[config.mk]
export PLATFORM = sky130hd
export DESIGN_NAME = first_substring_match
export DESIGN_NICKNAME = d
export VERILOG_FILES = /design/src/hdl/fsmatch_pkg.sv /design/src/hdl/first_substring_match.sv /design/src/hdl/fsmatch_cell.sv /design/src/hdl/fsmatch_obuf.sv
export SDC_FILE = /design/constraint.sdc
export NUM_CORES = 1
export LEC_CHECK = 0
export BUFFER_PORTS_ARGS = -buffer_cell sky130_fd_sc_hd__buf_2
export CORE_UTILIZATION = 60
export DETAILED_ROUTE_END_ITERATION = 16
export PLACE_DENSITY = 0.84
export REMOVE_ABC_BUFFERS = 1
export SLEW_MARGIN = 20
export SYNTH_ARGS = -nofsm -noshare
export SYNTH_HDL_FRONTEND = slang
export SYNTH_SLANG_ARGS = --single-unit
[constraint.sdc]
create_clock -name clk -period 11.2 [get_ports clk]
set_input_delay 2.24 -clock clk [delete_from_list [all_inputs] [get_ports clk]]
set_output_delay 2.24 -clock clk [all_outputs]
set_load 0.05 [all_outputs]
[src/hdl/fsmatch_pkg.sv]
package fsmatch_pkg;

  // One pattern or text character.
  typedef logic [7:0] byte_t;

  // Codes carried on the func field.
  localparam logic FUNC_PATTERN = 1'b0;
  localparam logic FUNC_TEXT    = 1'b1;

  // Default sizes for the top level.
  localparam int MAX_PATTERN_DEF = 32;
  localparam int INDEX_WIDTH_DEF = 16;

endpackage

[src/hdl/first_substring_match.sv]
// Channel  | Handshake            | Payload
// ---------+----------------------+----------------------------------------------
// in       | in_valid / in_ready  | func, data_byte, has_byte, last_of_string
// out      | out_valid / out_ready| found, match_index
//
// A new input transaction is accepted in every cycle while in_ready is high.
// The window compare runs in a row of MAX_PATTERN cells, one per window byte, in the
// accepting cycle; a result goes to the output register, or to the skid stage while one waits.
// A two-entry output buffer (output register plus skid stage) lets input flow on while a
// result waits; in_ready drops only when both entries are full.
// Synchronous reset empties the pattern and the search state; pattern and window bytes
// themselves are not cleared.
module first_substring_match #(
  parameter int MAX_PATTERN = fsmatch_pkg::MAX_PATTERN_DEF,
  parameter int INDEX_WIDTH = fsmatch_pkg::INDEX_WIDTH_DEF
) (
  input  logic                  clk,
  input  logic                  rst,
  input  logic                  in_valid,
  output logic                  in_ready,
  input  logic                  func,
  input  fsmatch_pkg::byte_t    data_byte,
  input  logic                  has_byte,
  input  logic                  last_of_string,
  output logic                  out_valid,
  input  logic                  out_ready,
  output logic                  found,
  output logic signed [INDEX_WIDTH:0] match_index
);
  import fsmatch_pkg::*;

  localparam int CountWidth = INDEX_WIDTH + 1;
  localparam int LenWidth   = $clog2(MAX_PATTERN + 1);
  localparam int CmpWidth   = (CountWidth > LenWidth) ? CountWidth : LenWidth;

  logic [LenWidth-1:0]    pattern_length, pattern_length_next;
  logic                   pattern_closed, pattern_closed_next;
  logic [CountWidth-1:0]  text_count, text_count_next;
  logic                   match_seen, match_seen_next;
  logic [INDEX_WIDTH-1:0] first_index, first_index_next;

  logic                   in_fire;
  logic                   is_pattern;
  logic [LenWidth-1:0]    len_base;
  logic                   pat_append;
  logic                   text_shift;
  logic                   counted;
  logic [CountWidth-1:0]  count_inc;
  logic [CmpWidth-1:0]    count_ext;
  logic [CmpWidth-1:0]    len_ext;
  logic [CmpWidth-1:0]    start;
  logic                   all_hit;
  logic                   record;
  logic                   push;
  logic                   res_found;
  logic [INDEX_WIDTH:0]   res_index;
  logic                   obuf_full;
  logic [INDEX_WIDTH:0]   out_index;

  byte_t                  win_chain [MAX_PATTERN];
  byte_t                  pat_chain [MAX_PATTERN];
  logic [MAX_PATTERN-1:0] hit;

  assign in_ready   = !obuf_full;
  assign in_fire    = in_valid && in_ready;
  assign is_pattern = (func == FUNC_PATTERN);

  // Pattern growth: a closed pattern restarts from empty, extra bytes are dropped.
  assign len_base   = pattern_closed ? '0 : pattern_length;
  assign pat_append = in_fire && is_pattern && has_byte &&
                      (len_base < LenWidth'(MAX_PATTERN));
  assign text_shift = in_fire && !is_pattern && has_byte;

  // Row of compare cells; new bytes enter at cell zero.
  assign win_chain[0] = data_byte;
  assign pat_chain[0] = data_byte;

  for (genvar k = 0; k < MAX_PATTERN; k++) begin : g_cell
    if (k < MAX_PATTERN - 1) begin : g_mid
      fsmatch_cell #(
        .IDX       (k),
        .LEN_WIDTH (LenWidth)
      ) u_cell (
        .clk            (clk),
        .win_shift      (text_shift),
        .pat_shift      (pat_append),
        .win_in         (win_chain[k]),
        .pat_in         (pat_chain[k]),
        .pattern_length (pattern_length),
        .win_out        (win_chain[k+1]),
        .pat_out        (pat_chain[k+1]),
        .hit            (hit[k])
      );
    end else begin : g_end
      fsmatch_cell #(
        .IDX       (k),
        .LEN_WIDTH (LenWidth)
      ) u_cell (
        .clk            (clk),
        .win_shift      (text_shift),
        .pat_shift      (pat_append),
        .win_in         (win_chain[k]),
        .pat_in         (pat_chain[k]),
        .pattern_length (pattern_length),
        .win_out        (),
        .pat_out        (),
        .hit            (hit[k])
      );
    end
  end

  assign all_hit = &hit;

  // Text position and candidate start index of a match ending at this byte.
  assign counted   = (text_count != '1);
  assign count_inc = text_count + 1'b1;
  assign count_ext = CmpWidth'(count_inc);
  assign len_ext   = CmpWidth'(pattern_length);
  assign start     = count_ext - len_ext;

  assign record = text_shift && counted && !match_seen && (pattern_length != '0) &&
                  (count_ext >= len_ext) && (start[CmpWidth-1:INDEX_WIDTH] == '0) &&
                  all_hit;

  // Result of the transaction that ends the text.
  assign push      = in_fire && !is_pattern && last_of_string;
  assign res_found = (pattern_length == '0) || match_seen || record;

  always_comb begin
    if (pattern_length == '0) begin
      res_index = '0;
    end else if (match_seen) begin
      res_index = {1'b0, first_index};
    end else if (record) begin
      res_index = {1'b0, start[INDEX_WIDTH-1:0]};
    end else begin
      res_index = '1;
    end
  end

  // Next state of the pattern and search registers.
  always_comb begin
    pattern_length_next = pattern_length;
    pattern_closed_next = pattern_closed;
    text_count_next     = text_count;
    match_seen_next     = match_seen;
    first_index_next    = first_index;
    if (in_fire && is_pattern) begin
      pattern_length_next = pat_append ? (len_base + 1'b1) : len_base;
      pattern_closed_next = last_of_string;
    end else if (in_fire) begin
      if (text_shift && counted) begin
        text_count_next = count_inc;
      end
      if (record) begin
        match_seen_next  = 1'b1;
        first_index_next = start[INDEX_WIDTH-1:0];
      end
      if (last_of_string) begin
        text_count_next  = '0;
        match_seen_next  = 1'b0;
        first_index_next = '0;
      end
    end
  end

  always_ff @(posedge clk) begin
    if (rst) begin
      pattern_length <= '0;
      pattern_closed <= 1'b1;
      text_count     <= '0;
      match_seen     <= 1'b0;
      first_index    <= '0;
    end else begin
      pattern_length <= pattern_length_next;
      pattern_closed <= pattern_closed_next;
      text_count     <= text_count_next;
      match_seen     <= match_seen_next;
      first_index    <= first_index_next;
    end
  end

  // Output register with skid stage.
  fsmatch_obuf #(
    .INDEX_WIDTH (INDEX_WIDTH)
  ) u_obuf (
    .clk         (clk),
    .rst         (rst),
    .push        (push),
    .push_found  (res_found),
    .push_index  (res_index),
    .full        (obuf_full),
    .out_valid   (out_valid),
    .out_ready   (out_ready),
    .found       (found),
    .match_index (out_index)
  );

  assign match_index = $signed(out_index);

  // The end of a text always leaves a result behind and a fresh search state.
  a_end_gives_result: assert property (@(posedge clk) disable iff (rst)
    push |=> out_valid)
    else $error("text end did not produce a result");

  a_end_clears_search: assert property (@(posedge clk) disable iff (rst)
    push |=> (text_count == '0 && !match_seen && first_index == '0))
    else $error("search state not cleared after text end");

  // A recorded match never starts past the current text position.
  a_match_in_range: assert property (@(posedge clk) disable iff (rst)
    match_seen |-> (CountWidth'(first_index) < text_count))
    else $error("recorded match start lies beyond the text position");

endmodule

[src/hdl/fsmatch_cell.sv]
module fsmatch_cell #(
  parameter int IDX       = 0,
  parameter int LEN_WIDTH = 6
) (
  input  logic                  clk,
  input  logic                  win_shift,
  input  logic                  pat_shift,
  input  fsmatch_pkg::byte_t    win_in,
  input  fsmatch_pkg::byte_t    pat_in,
  input  logic [LEN_WIDTH-1:0]  pattern_length,
  output fsmatch_pkg::byte_t    win_out,
  output fsmatch_pkg::byte_t    pat_out,
  output logic                  hit
);
  import fsmatch_pkg::*;

  byte_t win;
  byte_t pat;

  // The window byte and the pattern byte each move one cell up when their string grows.
  always_ff @(posedge clk) begin
    if (win_shift) begin
      win <= win_in;
    end
    if (pat_shift) begin
      pat <= pat_in;
    end
  end

  assign win_out = win;
  assign pat_out = pat;

  // The incoming byte is what this cell holds after the shift. Cells beyond the
  // pattern length do not take part in the compare.
  assign hit = (pattern_length <= LEN_WIDTH'(IDX)) || (win_in == pat);

endmodule

[src/hdl/fsmatch_obuf.sv]
module fsmatch_obuf #(
  parameter int INDEX_WIDTH = 16
) (
  input  logic                    clk,
  input  logic                    rst,
  input  logic                    push,
  input  logic                    push_found,
  input  logic [INDEX_WIDTH:0]    push_index,
  output logic                    full,
  output logic                    out_valid,
  input  logic                    out_ready,
  output logic                    found,
  output logic [INDEX_WIDTH:0]    match_index
);
  import fsmatch_pkg::*;

  logic                 skid_valid;
  logic                 skid_found;
  logic [INDEX_WIDTH:0] skid_index;
  logic                 pop;

  assign pop  = out_valid && out_ready;
  assign full = skid_valid;

  // Valid flags of the output register and the skid stage.
  always_ff @(posedge clk) begin
    if (rst) begin
      out_valid  <= 1'b0;
      skid_valid <= 1'b0;
    end else begin
      if (pop) begin
        out_valid  <= skid_valid || push;
        skid_valid <= 1'b0;
      end else if (!out_valid) begin
        out_valid <= push;
      end else if (push) begin
        skid_valid <= 1'b1;
      end
    end
  end

  // Payload moves into the output register or parks in the skid stage.
  always_ff @(posedge clk) begin
    if (pop && skid_valid) begin
      found       <= skid_found;
      match_index <= skid_index;
    end else if (push && (pop || !out_valid)) begin
      found       <= push_found;
      match_index <= push_index;
    end
    if (push && out_valid && !pop) begin
      skid_found <= push_found;
      skid_index <= push_index;
    end
  end

  // The skid stage only fills behind a waiting result.
  a_skid_behind_out: assert property (@(posedge clk) disable iff (rst)
    skid_valid |-> out_valid)
    else $error("skid stage holds a result while the output register is empty");

  // No new result may arrive while both stages are occupied.
  a_no_push_when_full: assert property (@(posedge clk) disable iff (rst)
    push |-> !skid_valid)
    else $error("result pushed into a full output buffer");

  // A waiting result stays until it is taken.
  a_out_held: assert property (@(posedge clk) disable iff (rst)
    (out_valid && !out_ready) |=> (out_valid && $stable(match_index) && $stable(found)))
    else $error("waiting result changed before it was taken");

endmodule
# [After elaboration in Yosys (flattened, before gate mapping)]
# Index checks and enable logic that the tools add are counted.
[word_totals] output_inout_bits=20 word_cells=232 ff_bits=583
[classes] eq_ne=33 bitwise=3 order_cmp=34 muxes=17 reduce_logical=68 add_sub_neg=3
[ops] operator="equality test 8 bit" n=32
[ops] operator="two-way mux 17 bit" n=7
[ops] operator="<= comparator 6 x 5 -> 1 bit (second input constant)" n=16
[ops] operator="<= comparator 6 x 4 -> 1 bit (second input constant)" n=8
[ops] operator="logical OR 1 bit" n=36
[ops] operator="two-way mux 16 bit" n=2
[ops] operator="AND reduction 32 bit" n=1
[ops] operator="<= comparator 6 x 3 -> 1 bit (second input constant)" n=4
[ops] operator="logical AND 1 bit" n=18
[ops] operator="adder 17 x 1 -> 17 bit (second input constant)" n=1
[ops] operator=">= comparator 17 x 6 -> 1 bit" n=1
[ops] operator="inequality test 17 bit (second input constant)" n=1
[ops] operator="subtractor 17 x 6 -> 17 bit" n=1
[ops] operator="<= comparator 6 x 1 -> 1 bit (second input constant)" n=2
[ops] operator="<= comparator 6 x 2 -> 1 bit (second input constant)" n=2
[ops] operator="two-way mux 6 bit" n=2
[ops] operator="adder 6 x 1 -> 6 bit (second input constant)" n=1
[ops] operator="zero test 6 bit" n=1
[ops] operator="< comparator 6 bit (second input constant)" n=1
[ops] operator="two-way mux 1 bit" n=6
[ops] operator="AND reduction 3 bit" n=2
[ops] operator="nonzero test 2 bit" n=3
[ops] operator="nonzero test 6 bit" n=1
[ops] operator="zero test 1 bit" n=4
[ops] operator="3 further kinds" n=5

# [Logic depth before layout (Yosys ltp)]
# Gate-level depths: netlist (run 1).
[depth] depth_word=15 ltp_mapped=14 ltp_nobuf=12

# [Modules after synthesis]
# From an unflattened synthesis (run 1), not the netlist that was laid out.
[hier_totals] hier_cells=1369 hier_area_um2=23123.4
[modules_own_cells] mod="first_substring_match" cells_each=394 instances=1 seq_area_each_um2=820.8 area_each_um2=3052.9
[modules_own_cells] mod="fsmatch_cell at g_cell[0].g_mid.u_cell ..." cells_each=28 instances=4 seq_area_each_um2=480.5 area_each_um2=586.8
[modules_own_cells] mod="fsmatch_cell at g_cell[13].g_mid.u_cell ..." cells_each=28 instances=4 seq_area_each_um2=480.5 area_each_um2=578.1
[modules_own_cells] mod="fsmatch_cell at g_cell[26].g_mid.u_cell ..." cells_each=30 instances=3 seq_area_each_um2=480.5 area_each_um2=588.1
[modules_own_cells] mod="fsmatch_cell at g_cell[11].g_mid.u_cell ..." cells_each=28 instances=3 seq_area_each_um2=480.5 area_each_um2=576.8
[modules_own_cells] mod="fsmatch_cell at g_cell[23].g_mid.u_cell ..." cells_each=28 instances=3 seq_area_each_um2=480.5 area_each_um2=575.6
[modules_own_cells] mod="fsmatch_obuf" cells_each=67 instances=1 seq_area_each_um2=1121.1 area_each_um2=1436.4
[modules_own_cells] mod="fsmatch_cell at g_cell[10].g_mid.u_cell ..." cells_each=29 instances=2 seq_area_each_um2=480.5 area_each_um2=590.6
[modules_own_cells] mod="fsmatch_cell at g_cell[14].g_mid.u_cell ..." cells_each=28 instances=2 seq_area_each_um2=480.5 area_each_um2=588.1
[modules_own_cells] mod="fsmatch_cell at g_cell[4].g_mid.u_cell ..." cells_each=30 instances=2 seq_area_each_um2=480.5 area_each_um2=581.8
[modules_own_cells] mod="fsmatch_cell at g_cell[18].g_mid.u_cell" cells_each=29 instances=1 seq_area_each_um2=480.5 area_each_um2=594.3
[modules_own_cells] mod="fsmatch_cell at g_cell[12].g_mid.u_cell" cells_each=28 instances=1 seq_area_each_um2=480.5 area_each_um2=589.3
[modules_own_cells] mod="fsmatch_cell at g_cell[22].g_mid.u_cell" cells_each=29 instances=1 seq_area_each_um2=480.5 area_each_um2=588.1
[modules_own_cells] mod="fsmatch_cell at g_cell[24].g_mid.u_cell" cells_each=28 instances=1 seq_area_each_um2=480.5 area_each_um2=585.6
[modules_own_cells] mod="+5 rows"

# [Worst setup path before layout (run 1)]
# No wires, ideal clock.
[synth_path] kind="input -> register" start="in in_valid" end="reg pattern_length[3]" setup_slack_ps=2291 setup_ps=128 n_path_buf=0 arrival_ps=8781 path_stages=6 required_ps=11072 path_cell_list="nor2b_1 > nor2b_1 > o211a_1 > and4_1 > xor2_1 > nor2_1"
[synth_between] elab_chain_len=5
[synth_lines] element="start, declared" line="first_substring_match.sv:19" text="input logic in_valid,"
[synth_lines] element="logical AND 1 bit" line="first_substring_match.sv:65" text="assign in_fire = in_valid && in_ready;"
[synth_lines] element="logical AND 1 bit (3 in a row)" line="first_substring_match.sv:70" text="assign pat_append = in_fire && is_pattern && has_byte &&"
[synth_lines] element="named net g_cell[0].g_mid.u_cell.pat_shift" line="fsmatch_cell.sv:7" text="input logic pat_shift,"
[synth_lines] element="two-way mux 6 bit" line="first_substring_match.sv:149" text="pattern_length_next = pat_append ? (len_base + 1'b1) : len_base;"
[synth_lines] element="end signal, assigned" line="first_substring_match.sv:175" text="pattern_length <= pattern_length_next;"
[synth_lines] element="end, declared" line="first_substring_match.sv:36" text="logic [LenWidth-1:0] pattern_length, pattern_length_next;"
# The timed path passes the listed nets, and every way through them passes these cells.
# A chain may end at the register's enable or synchronous reset.

# [Worst setup path after layout (run 1)]
[layout_path] start="in in_valid" end="reg g_cell[26].g_mid.u_cell.pat[7], enable pin"
[layout_between] elab_chain_len=4
[layout_lines] element="logical AND 1 bit" line="first_substring_match.sv:65"
[layout_lines] element="logical AND 1 bit (3 in a row)" line="first_substring_match.sv:70"
[layout_lines] element="named net g_cell[0].g_mid.u_cell.pat_shift" line="fsmatch_cell.sv:7"
[layout_lines] element="end signal, assigned" line="fsmatch_cell.sv:26" text="pat <= pat_in;"
[layout_lines] element="end, declared" line="fsmatch_cell.sv:18" text="byte_t pat;"
# The timed path passes the listed nets, and every way through them passes these cells.

==> reports/metrics.yaml, run 1 <==
status:
  outcome: "finished, final reports clean"
worst_setup_path:
  cp_cell_sequence: "buf_2, nor2b_1, nor2b_1, o211a_4, buf_4, buf_4"
  r2r_setup_slack_ns: 7.29
  slowest_stage: "buf_4"
  worst_ep_arrival_time_ns: 5.41
  cp-end-kind: "flip-flop"
  cp_top_family: "buffers and inverters"
  cp.required_ns: 11.39
  max_stage_delay_ns: 0.91
  crit_type: "in -> reg"
  start_kind: "primary input"
  crit_fanout: 81
  critPathBufInv: 3
sta:
  worst_pin_slew_ns: 1.07
  clock-skew-final_ns: 0.0206
  fin_ws_ns: 5.98
  fin_crit_ns: 5.22
  max_freq_mhz: 191
  rsz0062_at_grt: "no"
  min_period_over_period_pct: 46.6
  final_hold_viol_count: 0
  relSlewSlack_pct: 28.5
  holdWs_ns: 0.462
  finalMaxSlewViolations: 0
  tns_ns: 0
  setup_viol: 0
pwr:
  clock_power_share_pct: 39.5
  combPwrFrac_pct: 2.7
  seq_power_share_pct: 57.8
  p_int_mw: 3.38
  leakage_nw: 8.26
  swShare_pct: 20.5
  peakVddDrop_mv: 0.143
  p_total_mw: 4.25
  p_per_area_nw_per_um2: 168
  switchingPower_mw: 0.871
final_layout:
  final_cells: 2047
  final_cell_mix: "540 x edfxtp_1, 150 x xor2_1, 130 x xnor2_1"
  syn2layout_area_growth_pct: 10.1
  diodes: 0
  drive_above_1_share_pct: 9.24
  nNetsFinal: 1518
  final_common_cell: "edfxtp_1"
floorplan:
  initial_core_util_pct: 61.1
  die-area_sq_um: 39100
  row_count: 71
  ioPinCount: 35
  coreArea_sq_um: 37700
  dieHeight_um: 198
  die_w_um: 198
placement:
  numPortBuffers: 34
  place.gp.congestion: 0.886
  dp_cells: 1949
  dpl_worst_slack_ns: 5.44
  dp_hpwl_um: 29700
worst_hold_path:
  worst_hold_path_type: "reg -> reg"
clock_network:
  clk_pin_slew_ns: 0.06
  post_cts_buffers: 0
  cts_buffer_depth: 3
  clockRootBuffer: "clkbuf_16"
  h-tree-depth: 2
  cts_resized: 0
  cts_tree: "done"
  clkSinkCount: 583
  ctsHoldBuffers: 0
  clock_latency_ns: 0.59
  cts_made_buffers: 53
job:
  drv_cap: 0
route:
  vias: 12100
  vias_per_cell: 5.91
  first_iter_violations: 1031
  routedWlPerCell_um: 21.4
  ant_nets: 0
  drc_errors: 0
  wl_um: 43900
  first_pass_iters: 5
grt:
  antenna_found_initial: 0
  grt.overflow.total: 0
  grt_max_degree: 96
  track_usage_pct: 22.8
  grt_pass1_wl_um: 66700
  grt_pass1_vias: 12000
logic_synthesis:
  synth.distinct_cells: 78
  synthFlopType: "edfxtp_1"
  async_flop_share_pct: 0
  avgSynthCellArea_sq_um: 16.1
  ys_warn_count: 0
  ys_ff_latch: 583
  synth_area_sq_um: 23000
  synth_edf_count: 540
  seq_area_frac_synth_pct: 74.2
  syn_inst: 1432
## cell type report
class                           instances  area, sq um
Tap cell                              511          639
Fill cell                            2482        12300
Timing Repair Buffer                   43          238
Clock inverter                         33          234
Sequential cell                       583        17100
Clock buffer                           65         1370
Multi-Input combinational cell        798         5720
Inverter                               14         60.1
## state kept, by name, indices dropped and copies added, names as in the netlist, 6 cells and up
| register | cells |
|---|---|
| first_index | 16 |
| g_cell.g_end.u_cell.pat_out | 8 |
| g_cell.g_mid.u_cell.pat_out | 248 |
| g_cell.g_mid.u_cell.win_out | 248 |
| pattern_length | 6 |
| text_count | 17 |
| u_obuf.match_index | 17 |
| u_obuf.skid_index | 17 |
## path summary, 6_finish.rpt
path,startpoint,endpoint,depth (start not counted)
worst max-delay path,in_valid,g_cell[26].g_mid.u_cell.pat_out[7]$_DFFE_PP_,6
worst min-delay path,first_index[4]$_SDFFE_PP0P_,first_index[4]$_SDFFE_PP0P_,2
worst max register to register,u_obuf.full$_SDFFE_PP0P_,g_cell[26].g_mid.u_cell.pat_out[7]$_DFFE_PP_,5
worst min register to register,first_index[4]$_SDFFE_PP0P_,first_index[4]$_SDFFE_PP0P_,2
## per-stage QoR
step                instance area, sq um  utilization, %
finish                             25300            67.3
global route                       25300            67.3
CTS                                25300            67.3
detailed placement                 23700            63.0
global placement                   23700            63.0
floorplan                          22800               -
## worst reg2reg max path, cell delays in order, from the launching register on
cell and delay, ns:
dfxtp_1 0.40, nor2b_1 0.21, nor2b_1 0.37, o211a_4 0.74, buf_4 0.79, buf_4 0.95
## synth_stat cells, drive strengths merged, types with 2 or more instances
| cell type | instances | area (sq um) |
|---|---|---|
| o21ai | 41 | 205 |
| nor3b | 3 | 22.5 |
| nand2 | 68 | 255 |
| a31oi | 8 | 50.1 |
| nor4 | 63 | 409 |
| nand4 | 42 | 288 |
| nand3 | 18 | 103 |
| a21boi | 2 | 15.0 |
| o211ai | 2 | 15.0 |
| or3 | 11 | 73.8 |
| o31ai | 15 | 113 |
| mux2i | 19 | 190 |
| xnor2 | 131 | 1150 |
| a31o | 2 | 17.5 |
| or4 | 3 | 26.3 |
| buf | 13 | 87.6 |
| ha | 9 | 113 |
| nand4b | 2 | 32.5 |
| a211oi | 6 | 45.0 |
| a21o | 6 | 45.0 |
| and3 | 4 | 25.0 |
| o22ai | 4 | 25.0 |
| inv | 14 | 52.6 |
| o21a | 3 | 22.5 |
| nand3b | 5 | 37.5 |
| a2111oi | 5 | 75.1 |
| and4 | 7 | 61.3 |
| nor3 | 12 | 76.3 |
| clkbuf | 24 | 90.1 |
| a22oi | 11 | 82.6 |
| a21oi | 36 | 180 |
| nor2 | 60 | 235 |
| xor2 | 150 | 1310 |
| or2 | 6 | 37.5 |
| nor2b | 9 | 56.3 |
| edfxtp | 540 | 16200 |
| nand2b | 10 | 62.6 |
| a211o | 2 | 17.5 |
| dfxtp | 43 | 861 |
| and2 | 4 | 25.0 |
## kinds of logic after synthesis
logic type | share of synthesized area, %
mux | 0.826
flops | 74.2
fa+ha+maj | 0.576
simple gates | 8.17
compound gates | 4.51
xor+xnor | 10.7
buf+inv | 1.00
## power groups by stage
| stage | clock network [mW] | logic, mW | registers (mW) |
|---|---|---|---|
| global placement | 0 | 0.113 | 2.50 |
| finish | 1.68 | 0.116 | 2.46 |
| global route | 1.78 | 0.126 | 2.46 |
| floorplan | 0 | 0.0729 | 2.51 |
| detailed placement | 0 | 0.116 | 2.50 |
| CTS | 1.70 | 0.117 | 2.46 |
## metal layers
metal,vias up,track usage (%),share of wire [%]
met4,0,7.87,2.7
met3,76,4.22,8.0
met2,523,39.9,52
li1,5568,-,-
met1,5936,28.7,38
met5,-,0,0
No activity file was read; power rests on OpenSTA's default activity.
==> inputs of run 2 (changes only) <==
ABC_AREA = 1   (was default)
CORE_UTILIZATION = 57   (was 60)
clock period = 4.21 ns   (was 11.2 ns; I/O delays follow)
==> run 2 against run 1 <==
Against the previous run: area after synthesis rose by 2.9%; die area increased by 8.2%; flip-flop and latch count stayed put; global-route usage down 2.4 points; critical endpoint is now u_obuf.skid_index[14]$_DFFE_PP_; largest cell class unchanged.
==> reports/metrics.yaml, run 2 <==
status:
  outcome: "finished, final reports clean"
job:
  drv_cap: 0
grt:
  track_usage_pct: 20.4
  grt.overflow.total: 0
  grt_pass1_wl_um: 67200
  antenna_found_initial: 0
  grt_max_degree: 156
  grt_pass1_vias: 13600
pwr:
  p_int_mw: 9.29
  peakVddDrop_mv: 0.446
  p_per_area_nw_per_um2: 442
  leakage_nw: 9.33
  seq_power_share_pct: 56.3
  combPwrFrac_pct: 3.1
  switchingPower_mw: 2.34
  clock_power_share_pct: 40.6
  swShare_pct: 20.1
  p_total_mw: 11.6
clock_network:
  cts_resized: 0
  clk_pin_slew_ns: 0.06
  clkSinkCount: 583
  cts_made_buffers: 54
  cts_tree: "done"
  ctsHoldBuffers: 0
  cts_buffer_depth: 3
  post_cts_buffers: 0
  clock_latency_ns: 0.58
  clockRootBuffer: "clkbuf_16"
  h-tree-depth: 2
route:
  routedWlPerCell_um: 16.9
  first_pass_iters: 6
  ant_nets: 0
  vias: 13400
  drc_errors: 0
  wl_um: 42400
  first_iter_violations: 1401
  vias_per_cell: 5.35
sta:
  fin_crit_ns: 3.66
  finalMaxSlewViolations: 0
  final_hold_viol_count: 0
  fin_ws_ns: 0.555
  max_freq_mhz: 274
  setup_viol: 0
  min_period_over_period_pct: 86.8
  clock-skew-final_ns: 0.0155
  worst_pin_slew_ns: 1.05
  rsz0062_at_grt: "no"
  relSlewSlack_pct: 29.8
logic_synthesis:
  synth_largest_area_cell: "edfxtp_1"
  synth.distinct_cells: 39
  synth.most_common_cell: "edfxtp_1"
  synthFlopType: "edfxtp_1"
  yosys.area.top_type_share_pct: 68.5
  async_flop_share_pct: 0
  synth_area_sq_um: 23700
  ys_warn_count: 0
  synth_edf_count: 540
  synth_top_cells_by_count: "540 x edfxtp_1, 460 x nand2_1, 197 x xnor2_1, 156 x inv_1, 124 x nor2_1"
  synth_area_leaders: "edfxtp_1 68%, nand2_1 7.3%, xnor2_1 7.3%"
  avgSynthCellArea_sq_um: 12.8
  seq_area_frac_synth_pct: 72.1
  ys_ff_latch: 583
  syn_inst: 1854
worst_setup_path:
  crit_fanout: 33
  crit_type: "reg -> reg"
  cp_top_family: "simple AND/OR/NAND/NOR gates"
  r2r_setup_slack_ns: 0.55
  worst_ep_arrival_time_ns: 3.96
  cp_cell_sequence: "ha_1, nand2_2, nor2_4, xor2_1, ha_1, nand2_1, inv_1, nand3_1, nor2_1, nor2_1, nand3_2, nor2_4, nand3_2, nand2_4, nand4_4, inv_2, a21oi_1"
  max_stage_delay_ns: 0.40
  critPathLaunch: "text_count[0]$_SDFFE_PP0P_"
  reg2reg_depth: 17
  slowest_stage: "dfxtp_1"
  cp-end-kind: "flip-flop"
  critPathBufInv: 2
  r2r_start: "text_count[0]$_SDFFE_PP0P_"
  start_kind: "flip-flop"
  cp.required_ns: 4.52
  worst-path-stages: 17
final_layout:
  syn2layout_area_growth_pct: 11.0
  drive_above_1_share_pct: 8.90
  final_common_cell: "edfxtp_1"
  multi_input_area_sq_um: 5880
  finalInstanceArea_sq_um: 26300
  nNetsFinal: 1959
  register_area_sq_um: 17100
  fill_cells: 2831
  final_cell_mix: "540 x edfxtp_1, 460 x nand2_1, 197 x xnor2_1"
  diodes: 0
floorplan:
  dieHeight_um: 206
  ioPinCount: 35
  row_count: 74
  die_w_um: 206
  die-area_sq_um: 42400
  coreArea_sq_um: 40900
  initial_core_util_pct: 57.9
worst_hold_path:
  hold_depth: 0
  worst_hold_path_type: "reg -> reg"
  min_from: "g_cell[5].g_mid.u_cell.win_out[6]$_DFFE_PP_"
placement:
  placed_cell_area_sq_um: 24600
  dp_hpwl_um: 27500
  place.gp.congestion: 0.877
  numPortBuffers: 34
  dpl_worst_slack_ns: 0.623
-- run 2: final cells by class --
cell class / instances / area share (%)
Clock buffer: 78 / 5.84
Clock inverter: 21 / 0.695
Inverter: 163 / 2.33
Multi-Input combinational cell: 1085 / 22.4
Sequential cell: 583 / 65.0
Tap cell: 532 / 2.53
Timing Repair Buffer: 47 / 1.26
-- run 2: layer usage --
metal | track usage [%] | up-vias | share of wire (%)
li1 | - | 6459 | -
met1 | 23.9 | 6478 | 38
met2 | 38.3 | 417 | 54
met3 | 3.41 | 78 | 6.2
met4 | 5.67 | 0 | 2.0
met5 | 0 | - | 0
-- run 2: per-stage QoR --
| stage | hold slack, ns | setup TNS (ns) | util [%] | std cells |
|---|---|---|---|---|
| 2_1_floorplan | 0.426 | -5645.70 | - | 1831 |
| 3_3_place_gp | 0.427 | 0 | 60.0 | 2410 |
| 3_5_place_dp | 0.437 | 0 | 60.0 | 2410 |
| 4_1_cts | 0.450 | 0 | 64.2 | 2509 |
| 5_1_grt | 0.460 | 0 | 64.2 | 2509 |
| 6_report | 0.450 | 0 | 64.2 | 2509 |
-- run 2: cell families (layout without fill, tap and decap cells) --
kind of cell / count (synthesis) / after routing / synth area share, %
adder cells (fa/ha/maj): 10 / 10 / 0.560
AO/OA/AOI/OAI: 117 / 117 / 2.58
buffers and inverters: 186 / 309 / 3.12
flip-flops: 583 / 583 / 72.1
XOR/XNOR: 212 / 212 / 7.84
AND/OR/NAND/NOR: 746 / 746 / 13.8
-- run 2: power groups by stage --
stage / registers (mW) / logic [mW] / clock network (mW)
global route: 6.55 / 0.397 / 5.04
CTS: 6.54 / 0.366 / 4.81
global placement: 6.65 / 0.350 / 0
finish: 6.54 / 0.362 / 4.72
detailed placement: 6.66 / 0.363 / 0
floorplan: 6.73 / 0.233 / 0
-- run 2: worst paths after layout --
check | to
max | u_obuf.skid_index[14]$_DFFE_PP_
min | g_cell[6].g_mid.u_cell.win_out[6]$_DFFE_PP_
max reg2reg | u_obuf.skid_index[14]$_DFFE_PP_
min reg2reg | g_cell[6].g_mid.u_cell.win_out[6]$_DFFE_PP_
==> inputs of run 3 (changes only) <==
CORE_UTILIZATION = 60   (was 57)
clock period = 4.4 ns   (was 4.21 ns; I/O delays follow)
==> run 3 against run 2 <==
Against the previous run: clock power decreased by 5.5%; hold slack better by 0.0024 ns; routed wire length is 0.28% lower; register-to-register slack about the same; flip-flop and latch count is the same; first-iteration DRC count decreased by 6.9%; design area is 0.14% lower; final cell count fell by 0.68%; combinational power decreased by 4%; total power down 4.8%; sequential power fell by 4.3%; critical path type unchanged; largest cell class unchanged.
==> reports/metrics.yaml, run 3 (synthesis gave the netlist of run 2 again) <==
clock_network:
  ctsHoldBuffers: 0
  clkSinkCount: 583
  post_cts_buffers: 0
  cts_tree: "done"
  cts_resized: 0
  cts_buffer_depth: 3
  clk_pin_slew_ns: 0.06
  cts_made_buffers: 54
  clock_latency_ns: 0.57
  h-tree-depth: 2
  clockRootBuffer: "clkbuf_16"
final_layout:
  diodes: 0
  drive_above_1_share_pct: 8.92
  final_common_cell: "edfxtp_1"
  finalInstanceArea_sq_um: 26200
  nNetsFinal: 1958
  syn2layout_area_growth_pct: 10.8
  final_cell_mix: "540 x edfxtp_1, 460 x nand2_1, 197 x xnor2_1"
  fill_cells: 2535
worst_setup_path:
  cp.required_ns: 4.70
  cp-end-kind: "flip-flop"
  crit_type: "reg -> reg"
  cp_cell_sequence: "ha_1, nand2_2, nor2_4, xor2_1, ha_1, nand2_1, inv_1, nand3_1, nor2_1, nor2_1, nand3_2, nor2_4, nand3_2, nand2_4, nand4_4, inv_2, a21oi_1"
  slowest_stage: "dfxtp_1"
  cp_top_family: "simple AND/OR/NAND/NOR gates"
  max_stage_delay_ns: 0.41
  critPathBufInv: 2
  worst_ep_arrival_time_ns: 4.15
  start_kind: "flip-flop"
  crit_fanout: 33
sta:
  tns_ns: 0
  setup_viol: 0
  relSlewSlack_pct: 29.3
  clock-skew-final_ns: 0.0131
  worst_pin_slew_ns: 1.06
  max_freq_mhz: 259
  fin_crit_ns: 3.86
  holdWs_ns: 0.452
  final_hold_viol_count: 0
  finalMaxSlewViolations: 0
  min_period_over_period_pct: 87.7
  rsz0062_at_grt: "no"
worst_hold_path:
  worst_hold_path_type: "reg -> reg"
grt:
  track_usage_pct: 21.4
  grt_max_degree: 108
  grt_pass1_vias: 14100
  grt_pass1_wl_um: 68400
  grt.overflow.total: 0
  antenna_found_initial: 0
pwr:
  p_per_area_nw_per_um2: 422
  leakage_nw: 9.33
  peakVddDrop_mv: 0.362
floorplan:
  row_count: 72
  die-area_sq_um: 40300
  initial_core_util_pct: 61.0
  coreArea_sq_um: 38800
  ioPinCount: 35
  die_w_um: 201
  dieHeight_um: 201
placement:
  dp_hpwl_um: 27600
  numPortBuffers: 34
  place.gp.congestion: 0.890
  placed_cell_area_sq_um: 24500
route:
  ant_nets: 0
  first_iter_violations: 1305
  routedWlPerCell_um: 17.0
  vias_per_cell: 5.46
  first_pass_iters: 6
  vias: 13600
  wl_um: 42300
  drc_errors: 0
status:
  outcome: "finished, final reports clean"
job:
  drv_cap: 0
run 3: through the flow:
step | instances | total power, mW | setup WS [ns] | utilization, %
floorplan | 1831 | 6.66 | -14.45 | -
global placement | 2395 | 6.70 | 0.731 | 63.2
detailed placement | 2395 | 6.72 | 0.622 | 63.2
CTS | 2492 | 11.1 | 0.579 | 67.6
global route | 2492 | 11.4 | 0.196 | 67.6
finish | 2492 | 11.1 | 0.542 | 67.6
run 3: power breakdown:
group	switching, mW	internal [mW]
registers	0.0822	6.18
clock network	1.90	2.56
logic	0.232	0.117
run 3: worst paths after layout:
| path | startpoint | endpoint | slack [ns] | cells past startpoint |
|---|---|---|---|---|
| worst max-delay path | text_count[0]$_SDFFE_PP0P_ | u_obuf.skid_index[1]$_DFFE_PP_ | 0.54 | 17 |
| worst min-delay path | g_cell[28].g_mid.u_cell.win_out[3]$_DFFE_PP_ | g_cell[29].g_mid.u_cell.win_out[3]$_DFFE_PP_ | 0.45 | 0 |
| worst max register to register | text_count[0]$_SDFFE_PP0P_ | u_obuf.skid_index[1]$_DFFE_PP_ | 0.54 | 17 |
| worst min register to register | g_cell[28].g_mid.u_cell.win_out[3]$_DFFE_PP_ | g_cell[29].g_mid.u_cell.win_out[3]$_DFFE_PP_ | 0.45 | 0 |
run 3: layout make-up:
type                       instances  area (sq um)  share of cell area, %
inverter                         163           612                   2.33
clock inverter                    27           241                  0.920
timing repair buffer              46           335                   1.28
tap                              518           648                   2.47
sequential                       583         17100                   65.1
clock buffer                      70          1450                   5.54
multi-input combinational       1085          5880                   22.4
run 3: routing by layer:
metal	GRT usage, %	routed length, um	vias up
li1	-	-	6465
met1	25.5	16000	6592
met2	39.8	22900	466
met3	2.94	2330	82
met4	6.90	1050	0
met5	0	0	-
run 3: worst reg2reg max path, cell delays in order, from the launching register on:
cell     delay [ns]
dfxtp_1        0.41
ha_1           0.22
nand2_2        0.11
nor2_4         0.14
xor2_1         0.21
ha_1           0.32
nand2_1        0.10
inv_1          0.05
nand3_1        0.09
nor2_1         0.06
nor2_1         0.19
nand3_2        0.17
nor2_4         0.18
nand3_2        0.10
nand2_4        0.33
nand4_4        0.38
inv_2          0.40
a21oi_1        0.14
